==> config.mk <==
export PLATFORM = sky130hd
export DESIGN_NAME = tiled_matrix_pack_address_gen
export DESIGN_NICKNAME = d
export VERILOG_FILES = /design/src/hw/rtl/tmpag_pkg.sv /design/src/hw/rtl/tiled_matrix_pack_address_gen.sv
export SDC_FILE = /design/constraint.sdc
export NUM_CORES = 2
export LEC_CHECK = 0
export ABC_AREA = 1
export ABC_CLOCK_PERIOD_IN_PS = 10350
export BUFFER_PORTS_ARGS = -buffer_cell sky130_fd_sc_hd__buf_2
export CAP_MARGIN = 20
export CORE_ASPECT_RATIO = 0.7
export CORE_MARGIN = 10
export CORE_UTILIZATION = 58
export CTS_CLUSTER_DIAMETER = 120
export CTS_CLUSTER_SIZE = 40
export DETAILED_ROUTE_END_ITERATION = 8
export PLACE_DENSITY_LB_ADDON = 0.1
export SYNTH_ARGS = -nofsm -noshare
export SYNTH_HDL_FRONTEND = slang
export SYNTH_SLANG_ARGS = --single-unit
==> constraint.sdc <==
create_clock -name i_clk -period 10.35 [get_ports i_clk]
set_input_delay 2.07 -clock i_clk [delete_from_list [all_inputs] [get_ports i_clk]]
set_output_delay 2.07 -clock i_clk [all_outputs]
set_load 0.005 [all_outputs]
==> src/hw/rtl/tmpag_pkg.sv <==
// shared constants and types for the tiled matrix pack address generator
// no dependencies; imported by tiled_matrix_pack_address_gen

package tmpag_pkg;

    // configuration register fields
    localparam int CFG_DIM_W   = 13;
    localparam int CFG_LVL_W   = 2;
    localparam int CFG_MODE_W  = 4;
    localparam int CFG_IDX_W   = 3;
    localparam int CFG_DATA_W  = CFG_DIM_W;

    // register indexes on the configuration port
    typedef enum logic [CFG_IDX_W-1:0] {
        REG_MATRIX_ROWS     = 3'd0,
        REG_MATRIX_COLS     = 3'd1,
        REG_TILE_ROWS_OUTER = 3'd2,
        REG_TILE_COLS_OUTER = 3'd3,
        REG_TILE_ROWS_INNER = 3'd4,
        REG_TILE_COLS_INNER = 3'd5,
        REG_LEVELS_IN_USE   = 3'd6,
        REG_MODE_BITS       = 3'd7
    } t_cfg_reg;

    // mode register bits
    localparam int MODE_UNPACK_BIT = 3;
    localparam int MODE_COL_LEVELS = 3;

    // reset values of the registers
    localparam logic [CFG_DIM_W-1:0]  RST_MATRIX_DIM = CFG_DIM_W'(1);
    localparam logic [CFG_DIM_W-1:0]  RST_TILE_DIM   = '0;
    localparam logic [CFG_LVL_W-1:0]  RST_LEVELS     = CFG_LVL_W'(1);
    localparam logic [CFG_MODE_W-1:0] RST_MODE       = '0;

    // stream payloads
    localparam int OFS_W       = 24;
    localparam int IN_DATA_W   = 8;
    localparam int OUT_FIELD_W = 2 * OFS_W;
    localparam int OUT_DATA_W  = ((OUT_FIELD_W + 7) / 8) * 8;

    // parameter defaults
    localparam int DEF_MAX_LEVELS = 3;
    localparam int DEF_MAX_DIM    = 4096;

endpackage

==> src/hw/rtl/tiled_matrix_pack_address_gen.sv <==
// address generator for copying a column-major matrix to or from a tiled packed layout
// depends on tmpag_pkg

// usage
//   configuration: write registers through i_cfg_we / i_cfg_index / i_cfg_data while idle;
//   the values are latched by the next start item and stay fixed for that walk
//   input stream (s_axis): one item per tick while tready is high; tdata bit 0 = start_req.
//   a start item restarts the walk and yields no result; every other item during an
//   active walk yields one (matrix offset, packed offset) pair in packed order,
//   and a non-start item with no walk active yields nothing
//   output stream (m_axis): tdata = matrix_offset, packed_offset; tuser = to_matrix;
//   tlast marks the final pair of the walk
//   path: an accepted item passes the walk state stage, then the row + col * rows
//   multiply into the output register
//   throughput: one item per cycle unless stalled; the per-level position counters
//   advance combinationally, so the multiplier stage is the only other step in the path
//   stall: when the output register is held the walk stage still takes one more
//   item; with both stages full tready drops until the receiver takes the pair
//   reset: synchronous active low; registers return to rows 1, cols 1, tiles 0,
//   one level, pack direction; no walk active, pipeline empty

module tiled_matrix_pack_address_gen #(
    parameter int MAX_LEVELS = tmpag_pkg::DEF_MAX_LEVELS,
    parameter int MAX_DIM    = tmpag_pkg::DEF_MAX_DIM
) (
    input  logic                              i_clk,
    input  logic                              i_rst_n,
    // configuration write port
    input  logic                              i_cfg_we,
    input  logic [tmpag_pkg::CFG_IDX_W-1:0]   i_cfg_index,
    input  logic [tmpag_pkg::CFG_DATA_W-1:0]  i_cfg_data,
    // input stream
    input  logic                              i_s_axis_tvalid,
    output logic                              o_s_axis_tready,
    input  logic [tmpag_pkg::IN_DATA_W-1:0]   i_s_axis_tdata,  // [0] start_req, rest zero
    // output stream
    output logic                              o_m_axis_tvalid,
    input  logic                              i_m_axis_tready,
    output logic [tmpag_pkg::OUT_DATA_W-1:0]  o_m_axis_tdata,  // [23:0] matrix_offset,
                                                               // [47:24] packed_offset
    output logic                              o_m_axis_tuser,  // [0] to_matrix
    output logic                              o_m_axis_tlast   // last pair of the walk
);

    import tmpag_pkg::*;

    // internal dimension width follows the largest size the walk must hold
    localparam int DIM_NEED = $clog2(MAX_DIM + 1);
    localparam int DIM_W    = (DIM_NEED < CFG_DIM_W) ? DIM_NEED : CFG_DIM_W;
    localparam int LVL_W    = (MAX_LEVELS > 1) ? $clog2(MAX_LEVELS) : 1;
    localparam int PROD_W   = 2 * DIM_W + 1;

    // clamp a register size to the largest supported dimension
    function automatic logic [DIM_W-1:0] sat_dim(input logic [CFG_DIM_W-1:0] v);
        logic [DIM_W-1:0] res;
        if (int'(v) > MAX_DIM) begin
            res = DIM_W'(MAX_DIM);
        end else begin
            res = DIM_W'(v);
        end
        return res;
    endfunction

    // configuration registers
    logic [CFG_DIM_W-1:0]  r_cfg_rows;
    logic [CFG_DIM_W-1:0]  r_cfg_cols;
    logic [CFG_DIM_W-1:0]  r_cfg_tr_outer;
    logic [CFG_DIM_W-1:0]  r_cfg_tc_outer;
    logic [CFG_DIM_W-1:0]  r_cfg_tr_inner;
    logic [CFG_DIM_W-1:0]  r_cfg_tc_inner;
    logic [CFG_LVL_W-1:0]  r_cfg_levels;
    logic [CFG_MODE_W-1:0] r_cfg_mode;

    // walk state, latched at start
    logic [DIM_W-1:0]      r_lat_rows;
    logic [DIM_W-1:0]      r_lat_cols;
    logic [LVL_W-1:0]      r_lat_leaf;
    logic [CFG_MODE_W-1:0] r_lat_mode;
    logic [DIM_W-1:0]      r_lat_tile_r [MAX_LEVELS];
    logic [DIM_W-1:0]      r_lat_tile_c [MAX_LEVELS];
    logic [DIM_W-1:0]      r_pos_r      [MAX_LEVELS];
    logic [DIM_W-1:0]      r_pos_c      [MAX_LEVELS];
    logic [OFS_W-1:0]      r_packed_cnt;
    logic                  r_walk_active;

    // walk stage output (row, col of the pair, multiplied next)
    logic                  r_s1_valid;
    logic [DIM_W-1:0]      r_s1_row;
    logic [DIM_W-1:0]      r_s1_col;
    logic [DIM_W-1:0]      r_s1_rows;
    logic [OFS_W-1:0]      r_s1_packed;
    logic                  r_s1_unpack;
    logic                  r_s1_last;

    // output register
    logic                  r_out_valid;
    logic [OFS_W-1:0]      r_out_matrix;
    logic [OFS_W-1:0]      r_out_packed;
    logic                  r_out_unpack;
    logic                  r_out_last;

    // handshake
    logic                  s1_move;
    logic                  in_acc;
    logic                  start_acc;
    logic                  step_acc;

    // per-level geometry and next positions
    logic [DIM_W-1:0]      ext_r   [MAX_LEVELS];
    logic [DIM_W-1:0]      ext_c   [MAX_LEVELS];
    logic [DIM_W-1:0]      til_r   [MAX_LEVELS];
    logic [DIM_W-1:0]      til_c   [MAX_LEVELS];
    logic [DIM_W-1:0]      n_pos_r [MAX_LEVELS];
    logic [DIM_W-1:0]      n_pos_c [MAX_LEVELS];
    logic [DIM_W-1:0]      cur_row;
    logic [DIM_W-1:0]      cur_col;
    logic                  step_done;

    // start-time values
    logic [2:0]            lvl_clamp;
    logic [PROD_W-1:0]     mo_full;

    // the walk stage frees whenever the output register can take its pair
    assign s1_move         = !r_out_valid || i_m_axis_tready;
    assign o_s_axis_tready = !r_s1_valid || s1_move;
    assign in_acc          = i_s_axis_tvalid && o_s_axis_tready;
    assign start_acc       = in_acc && i_s_axis_tdata[0];
    assign step_acc        = in_acc && !i_s_axis_tdata[0] && r_walk_active;

    // level count: zero reads as one, clipped to the built depth
    always_comb begin
        lvl_clamp = (r_cfg_levels == '0) ? 3'd1 : 3'(r_cfg_levels);
        if (int'(lvl_clamp) > MAX_LEVELS) begin
            lvl_clamp = 3'(MAX_LEVELS);
        end
    end

    // block extents and tile sizes of each level from the current positions
    always_comb begin
        for (int l = 0; l < MAX_LEVELS; l++) begin
            if (l == 0) begin
                ext_r[l] = r_lat_rows;
                ext_c[l] = r_lat_cols;
            end else begin
                // child block is the parent tile, clipped at the parent's edge
                ext_r[l] = (r_pos_r[l-1] < ext_r[l-1]) ?
                           ((til_r[l-1] < ext_r[l-1] - r_pos_r[l-1]) ?
                            til_r[l-1] : ext_r[l-1] - r_pos_r[l-1]) : '0;
                ext_c[l] = (r_pos_c[l-1] < ext_c[l-1]) ?
                           ((til_c[l-1] < ext_c[l-1] - r_pos_c[l-1]) ?
                            til_c[l-1] : ext_c[l-1] - r_pos_c[l-1]) : '0;
            end
            // tile size zero means the whole block
            til_r[l] = (r_lat_tile_r[l] != '0) ? r_lat_tile_r[l] : ext_r[l];
            til_c[l] = (r_lat_tile_c[l] != '0) ? r_lat_tile_c[l] : ext_c[l];
        end
    end

    // element coordinate: sum of the offsets of all levels down to the leaf
    always_comb begin
        cur_row = '0;
        cur_col = '0;
        for (int l = 0; l < MAX_LEVELS; l++) begin
            if (l <= int'(r_lat_leaf)) begin
                cur_row = cur_row + r_pos_r[l];
                cur_col = cur_col + r_pos_c[l];
            end
        end
    end

    // odometer advance: leaf steps by one element, outer levels by one tile,
    // a level moves only when every level below it wrapped
    always_comb begin
        logic             carry;
        logic             col_major;
        logic [DIM_W:0]   stp_r;
        logic [DIM_W:0]   stp_c;
        logic [DIM_W:0]   sum_r;
        logic [DIM_W:0]   sum_c;
        carry     = 1'b1;
        col_major = 1'b0;
        stp_r     = '0;
        stp_c     = '0;
        sum_r     = '0;
        sum_c     = '0;
        for (int l = 0; l < MAX_LEVELS; l++) begin
            n_pos_r[l] = r_pos_r[l];
            n_pos_c[l] = r_pos_c[l];
        end
        for (int l = MAX_LEVELS - 1; l >= 0; l--) begin
            if (l <= int'(r_lat_leaf) && carry) begin
                col_major = (l < MODE_COL_LEVELS) ? r_lat_mode[l] : 1'b0;
                if (l == int'(r_lat_leaf)) begin
                    stp_r = (DIM_W+1)'(1);
                    stp_c = (DIM_W+1)'(1);
                end else begin
                    stp_r = {1'b0, til_r[l]};
                    stp_c = {1'b0, til_c[l]};
                end
                sum_r = {1'b0, r_pos_r[l]} + stp_r;
                sum_c = {1'b0, r_pos_c[l]} + stp_c;
                if (col_major) begin
                    if (sum_r < {1'b0, ext_r[l]}) begin
                        n_pos_r[l] = DIM_W'(sum_r);
                        carry      = 1'b0;
                    end else begin
                        n_pos_r[l] = '0;
                        if (sum_c < {1'b0, ext_c[l]}) begin
                            n_pos_c[l] = DIM_W'(sum_c);
                            carry      = 1'b0;
                        end else begin
                            n_pos_c[l] = '0;
                        end
                    end
                end else begin
                    if (sum_c < {1'b0, ext_c[l]}) begin
                        n_pos_c[l] = DIM_W'(sum_c);
                        carry      = 1'b0;
                    end else begin
                        n_pos_c[l] = '0;
                        if (sum_r < {1'b0, ext_r[l]}) begin
                            n_pos_r[l] = DIM_W'(sum_r);
                            carry      = 1'b0;
                        end else begin
                            n_pos_r[l] = '0;
                        end
                    end
                end
            end
        end
        step_done = carry;
    end

    // configuration writes
    always_ff @(posedge i_clk) begin
        if (!i_rst_n) begin
            r_cfg_rows     <= RST_MATRIX_DIM;
            r_cfg_cols     <= RST_MATRIX_DIM;
            r_cfg_tr_outer <= RST_TILE_DIM;
            r_cfg_tc_outer <= RST_TILE_DIM;
            r_cfg_tr_inner <= RST_TILE_DIM;
            r_cfg_tc_inner <= RST_TILE_DIM;
            r_cfg_levels   <= RST_LEVELS;
            r_cfg_mode     <= RST_MODE;
        end else if (i_cfg_we) begin
            unique case (t_cfg_reg'(i_cfg_index))
                REG_MATRIX_ROWS:     r_cfg_rows     <= i_cfg_data;
                REG_MATRIX_COLS:     r_cfg_cols     <= i_cfg_data;
                REG_TILE_ROWS_OUTER: r_cfg_tr_outer <= i_cfg_data;
                REG_TILE_COLS_OUTER: r_cfg_tc_outer <= i_cfg_data;
                REG_TILE_ROWS_INNER: r_cfg_tr_inner <= i_cfg_data;
                REG_TILE_COLS_INNER: r_cfg_tc_inner <= i_cfg_data;
                REG_LEVELS_IN_USE:   r_cfg_levels   <= CFG_LVL_W'(i_cfg_data);
                REG_MODE_BITS:       r_cfg_mode     <= CFG_MODE_W'(i_cfg_data);
                default:             r_cfg_mode     <= r_cfg_mode;
            endcase
        end
    end

    // latched walk setup
    always_ff @(posedge i_clk) begin
        if (!i_rst_n) begin
            r_lat_rows <= '0;
            r_lat_cols <= '0;
            r_lat_leaf <= '0;
            r_lat_mode <= '0;
            for (int l = 0; l < MAX_LEVELS; l++) begin
                r_lat_tile_r[l] <= '0;
                r_lat_tile_c[l] <= '0;
            end
        end else if (start_acc) begin
            r_lat_rows <= sat_dim(r_cfg_rows);
            r_lat_cols <= sat_dim(r_cfg_cols);
            r_lat_leaf <= LVL_W'(lvl_clamp - 3'd1);
            r_lat_mode <= r_cfg_mode;
            for (int l = 0; l < MAX_LEVELS; l++) begin
                // only the outer and inner levels have programmable tiles
                if (l == 0) begin
                    r_lat_tile_r[l] <= sat_dim(r_cfg_tr_outer);
                    r_lat_tile_c[l] <= sat_dim(r_cfg_tc_outer);
                end else if (l == 1) begin
                    r_lat_tile_r[l] <= sat_dim(r_cfg_tr_inner);
                    r_lat_tile_c[l] <= sat_dim(r_cfg_tc_inner);
                end else begin
                    r_lat_tile_r[l] <= '0;
                    r_lat_tile_c[l] <= '0;
                end
            end
        end
    end

    // positions, packed counter and walk flag
    always_ff @(posedge i_clk) begin
        if (!i_rst_n) begin
            for (int l = 0; l < MAX_LEVELS; l++) begin
                r_pos_r[l] <= '0;
                r_pos_c[l] <= '0;
            end
            r_packed_cnt  <= '0;
            r_walk_active <= 1'b0;
        end else if (start_acc) begin
            for (int l = 0; l < MAX_LEVELS; l++) begin
                r_pos_r[l] <= '0;
                r_pos_c[l] <= '0;
            end
            r_packed_cnt  <= '0;
            // empty matrix gives an empty walk
            r_walk_active <= (r_cfg_rows != '0) && (r_cfg_cols != '0);
        end else if (step_acc) begin
            for (int l = 0; l < MAX_LEVELS; l++) begin
                r_pos_r[l] <= n_pos_r[l];
                r_pos_c[l] <= n_pos_c[l];
            end
            r_packed_cnt <= r_packed_cnt + OFS_W'(1);
            if (step_done) begin
                r_walk_active <= 1'b0;
            end
        end
    end

    // walk stage register
    always_ff @(posedge i_clk) begin
        if (!i_rst_n) begin
            r_s1_valid <= 1'b0;
        end else if (step_acc) begin
            r_s1_valid <= 1'b1;
        end else if (s1_move) begin
            r_s1_valid <= 1'b0;
        end
    end

    always_ff @(posedge i_clk) begin
        if (step_acc) begin
            r_s1_row    <= cur_row;
            r_s1_col    <= cur_col;
            r_s1_rows   <= r_lat_rows;
            r_s1_packed <= r_packed_cnt;
            r_s1_unpack <= r_lat_mode[MODE_UNPACK_BIT];
            r_s1_last   <= step_done;
        end
    end

    // column-major element index, wraps at the offset width
    assign mo_full = PROD_W'(r_s1_col) * PROD_W'(r_s1_rows) + PROD_W'(r_s1_row);

    // output register
    always_ff @(posedge i_clk) begin
        if (!i_rst_n) begin
            r_out_valid <= 1'b0;
        end else if (s1_move) begin
            r_out_valid <= r_s1_valid;
        end
    end

    always_ff @(posedge i_clk) begin
        if (s1_move && r_s1_valid) begin
            r_out_matrix <= OFS_W'(mo_full);
            r_out_packed <= r_s1_packed;
            r_out_unpack <= r_s1_unpack;
            r_out_last   <= r_s1_last;
        end
    end

    assign o_m_axis_tvalid = r_out_valid;
    assign o_m_axis_tdata  = OUT_DATA_W'({r_out_packed, r_out_matrix});
    assign o_m_axis_tuser  = r_out_unpack;
    assign o_m_axis_tlast  = r_out_last;

`ifndef SYNTHESIS
    // final step of a walk clears the walk flag
    a_done_ends_walk: assert property (@(posedge i_clk) disable iff (!i_rst_n)
        step_acc && step_done |=> !r_walk_active)
        else $error("walk still active after its last pair");

    // outer level position stays inside the matrix during a walk
    a_pos_in_range: assert property (@(posedge i_clk) disable iff (!i_rst_n)
        r_walk_active |-> (r_pos_r[0] < r_lat_rows) && (r_pos_c[0] < r_lat_cols))
        else $error("outer position outside matrix");

    // a held walk stage keeps its pair
    a_s1_hold: assert property (@(posedge i_clk) disable iff (!i_rst_n)
        r_s1_valid && !s1_move |=> r_s1_valid && $stable(r_s1_packed))
        else $error("walk stage pair lost while stalled");

    // start restarts the packed count
    a_start_clears: assert property (@(posedge i_clk) disable iff (!i_rst_n)
        start_acc |=> r_packed_cnt == '0)
        else $error("packed counter not cleared by start");
`endif

endmodule

==> reports/summary.txt <==
outcome = finished with violations
failing checks = negative setup slack
Critical Path End = r_pos_c[0][18]$_SDFFCE_PP0P_
vias in the first global route = 24,310
Worst path max stage delay = 390 ps
EDFF count, synth = 245
Mapped Cells = 3,864
Worst-Margin Slew = 941 ps
Crit Path Class = reg2reg
Setup WS post-layout = -65.2 ps
number of distinct library cells after synthesis = 57
Avg Cell Area, Syn = 8.14 µm²
initial antenna violation count = 0
slowest CP cell = fa_2
Mapped Area = 31,400 µm²
critical path arrival = 10,680 ps
layout cell share with drive strength beyond 1 = 14.6%
Die Span X = 298 µm
clk slew on worst S/H paths = 150 ps
pre-CTS setup slack = -322 ps
Area growth, synth to finish = 15.5%
Synthesized Nets = 4,410
maxcap violations = 0
global route overflow = 0
most frequent cells in the layout = inv_1 (731), nand2_1 (588), nor2_1 (379)
crit path from = r_pos_c[0][4]$_SDFFCE_PP0P_
post-DP HPWL = 69,100 µm
final routed DRC violation total = 0
sequential cell area = 10,200 µm²
total power per unit cell area = 116 nW/µm²
Clock Path Buffers = 3
# IOs = 81
die area = 64,100 µm²
Starting Density = 58.6%
Area after DPL = 34,600 µm²
most common cell after layout, fill and taps aside = inv_1
Initial DRC Count = 2,479
most frequent CP cell = nand2_1
Post-Route WL = 87,600 µm
number of synthesized register bits = 388
vias per inst = 5.38
row count = 71
RSZ-0062 raised after global routing = true
TritonCTS clock tree = done
post-layout instance area = 36,300 µm²
IO buf count = 73
final hold violations = 0
wire per inst = 17.8 µm
Root Buffer = clkbuf_16
maximum net fanout on the critical path = 8
top_reg_cell synth = edfxtp_1
R2R Path End = r_pos_c[0][18]$_SDFFCE_PP0P_
warning count from the yosys run = 0
Critical Path RT = 10,610 ps
Final Slew Violations = 0
routability cong. = 0.981
first-pass GRT wire length = 135,000 µm
Setup crit start kind = flop
Tmin final = 10,420 ps
Slew headroom = 37.3%
clk_lat worst skew = 590 ps
GRT Total Usage = 26.2%
Multi-input gate area = 18,900 µm²
setup TNS = -477 ps
die height = 215 µm
routed via count = 26,461
Max Freq = 96.0 MHz
final total power = 4.22 mW
fin nets = 4,724
critical path capture point type = flop
DRT Pass-1 Iters = 5
Worst Skew = 58.3 ps
VDD IR max = 121 µV
antenna viol nets, final = 0
RR Startpoint = r_pos_c[0][4]$_SDFFCE_PP0P_
final period utilization = 101%
total CTS buffers = 15
Seq/Total Area, Yosys = 32.5%
total core area = 53,700 µm²
Final setup viols = 11
Worst R2R Path Depth = 67
# fillers = 4,584
pin count of the biggest net entering global routing = 88
Hold Startpoint = r_s1_packed[3]$_DFFE_PP_
r2r setup slk = -70 ps
Hold WC Path Type = reg2reg
fraction of registers with async set/reset = 0%
H-Tree Depth = 1
Leak = 17.7 nW
# clock sinks = 388
-- critical path, delay by kind of cell, from the launching register on --
family	cells	cell delay, ps
AO/OA/AOI/OAI	21	3380
XOR/XNOR	3	680
adder cells (fa/ha/maj)	6	1840
buffers and inverters	9	1040
flip-flops	1	380
AND/OR/NAND/NOR	28	2760
-- kinds of logic after synthesis --
| kind of cell | Yosys count | synth area share (%) |
|---|---|---|
| AOI/OAI and AO/OA | 709 | 12.8 |
| xor gates and xnor gates | 158 | 4.40 |
| adders and majority gates | 517 | 24.0 |
| buffers and inverters | 853 | 10.2 |
| DFF | 388 | 32.5 |
| and+or+nand+nor | 1239 | 16.1 |
-- flip-flops by register name, summed over array words and instances, names as in the netlist, 4 cells and up --
register	cells
r_lat_mode	4
r_lat_rows	13
r_s1_packed	24
r_cfg_tr_outer	13
r_s1_rows	13
r_lat_tile_r	26
r_lat_tile_c	26
r_lat_cols	13
r_cfg_cols	13
r_cfg_mode	4
r_cfg_tc_outer	13
r_s1_col	13
r_out_matrix	24
r_out_packed	24
r_cfg_rows	13
r_packed_cnt	24
r_cfg_tc_inner	13
r_pos_c	39
r_cfg_tr_inner	13
r_s1_row	13
r_pos_r	39
-- per-layer routing --
layer	global-route usage (%)	share of wire, %	vias up
li1	-	-	13198
met1	41.8	49	12242
met2	35.3	38	964
met3	6.35	11	57
met4	3.83	1.5	0
met5	0	0	-
-- worst min-delay path by stage --
stage                            endpoint  slack [ps]  cells past startpoint
2_1_floorplan    o_m_axis_tlast$_DFFE_PP_         400                      0
3_3_place_gp   r_out_packed[21]$_DFFE_PP_         400                      0
3_5_place_dp   r_out_packed[22]$_DFFE_PP_         400                      0
4_1_cts        r_out_packed[22]$_DFFE_PP_         440                      0
5_1_grt        r_out_packed[22]$_DFFE_PP_         450                      0
6_report        r_out_packed[3]$_DFFE_PP_         440                      0
-- stage by stage --
stage / util [%] / cells / hold WS [ps]
final: 67.7 / 4918 / 436
after global routing: 67.7 / 4917 / 448
after CTS: 65.6 / 4883 / 437
after detailed placement: 64.5 / 4856 / 405
after global placement: 64.5 / 4856 / 401
after floorplan: - / 3864 / 400
-- synthesized netlist by cell type, drive strengths merged (2+ instances only) --
cell / instances / share of area [%]
buf: 13 / 0.18
o21bai: 39 / 0.93
inv: 749 / 8.9
a221oi: 2 / 0.056
nor3b: 2 / 0.064
o211ai: 33 / 0.80
o31ai: 9 / 0.26
o22ai: 6 / 0.12
clkbuf: 86 / 1.0
o21ai: 203 / 3.2
o2bb2ai: 4 / 0.11
nand2: 623 / 7.5
xnor2: 50 / 1.4
o32ai: 22 / 0.61
nor3: 38 / 0.60
fa: 143 / 9.1
clkinv: 5 / 0.060
and3: 2 / 0.040
a211oi: 10 / 0.24
nand3: 122 / 2.0
a21oi: 344 / 5.6
o221a: 2 / 0.072
nor4: 18 / 0.40
o21a: 4 / 0.095
a21o: 12 / 0.29
ha: 374 / 15
nand4: 26 / 0.52
or2: 12 / 0.24
edfxtp: 245 / 23
xor2: 108 / 3.0
a31oi: 13 / 0.28
dfxtp: 143 / 9.1
nor2: 393 / 4.7
-- what timing repair did --
action | 4_1_cts | 5_1_grt
hold buffers | 0 | 0
pin swaps | 4 | 111
endpoints found under the setup margin | 96 | 106
gates cloned | 0 | 3
resized for setup | 25 | 183
setup buffers | 1 | 27
-- power by group --
part	leakage (nW)	total, mW	switching, mW	internal [mW]
logic	13.9	1.59	0.908	0.679
clock network	0.235	0.837	0.539	0.298
registers	3.60	1.80	0.0569	1.74
-- final cells by class --
class                   count  share of cell area (%)
repair buffers            396                    8.12
well taps                 730                    2.52
multi-input cells        2623                    52.0
flip-flops and latches    388                    28.2
diodes                      1                 0.00689
clock buffers              20                    1.09
clock inverters             6                   0.310
inverters                 754                    7.80
(Power assumes the default switching activity.)
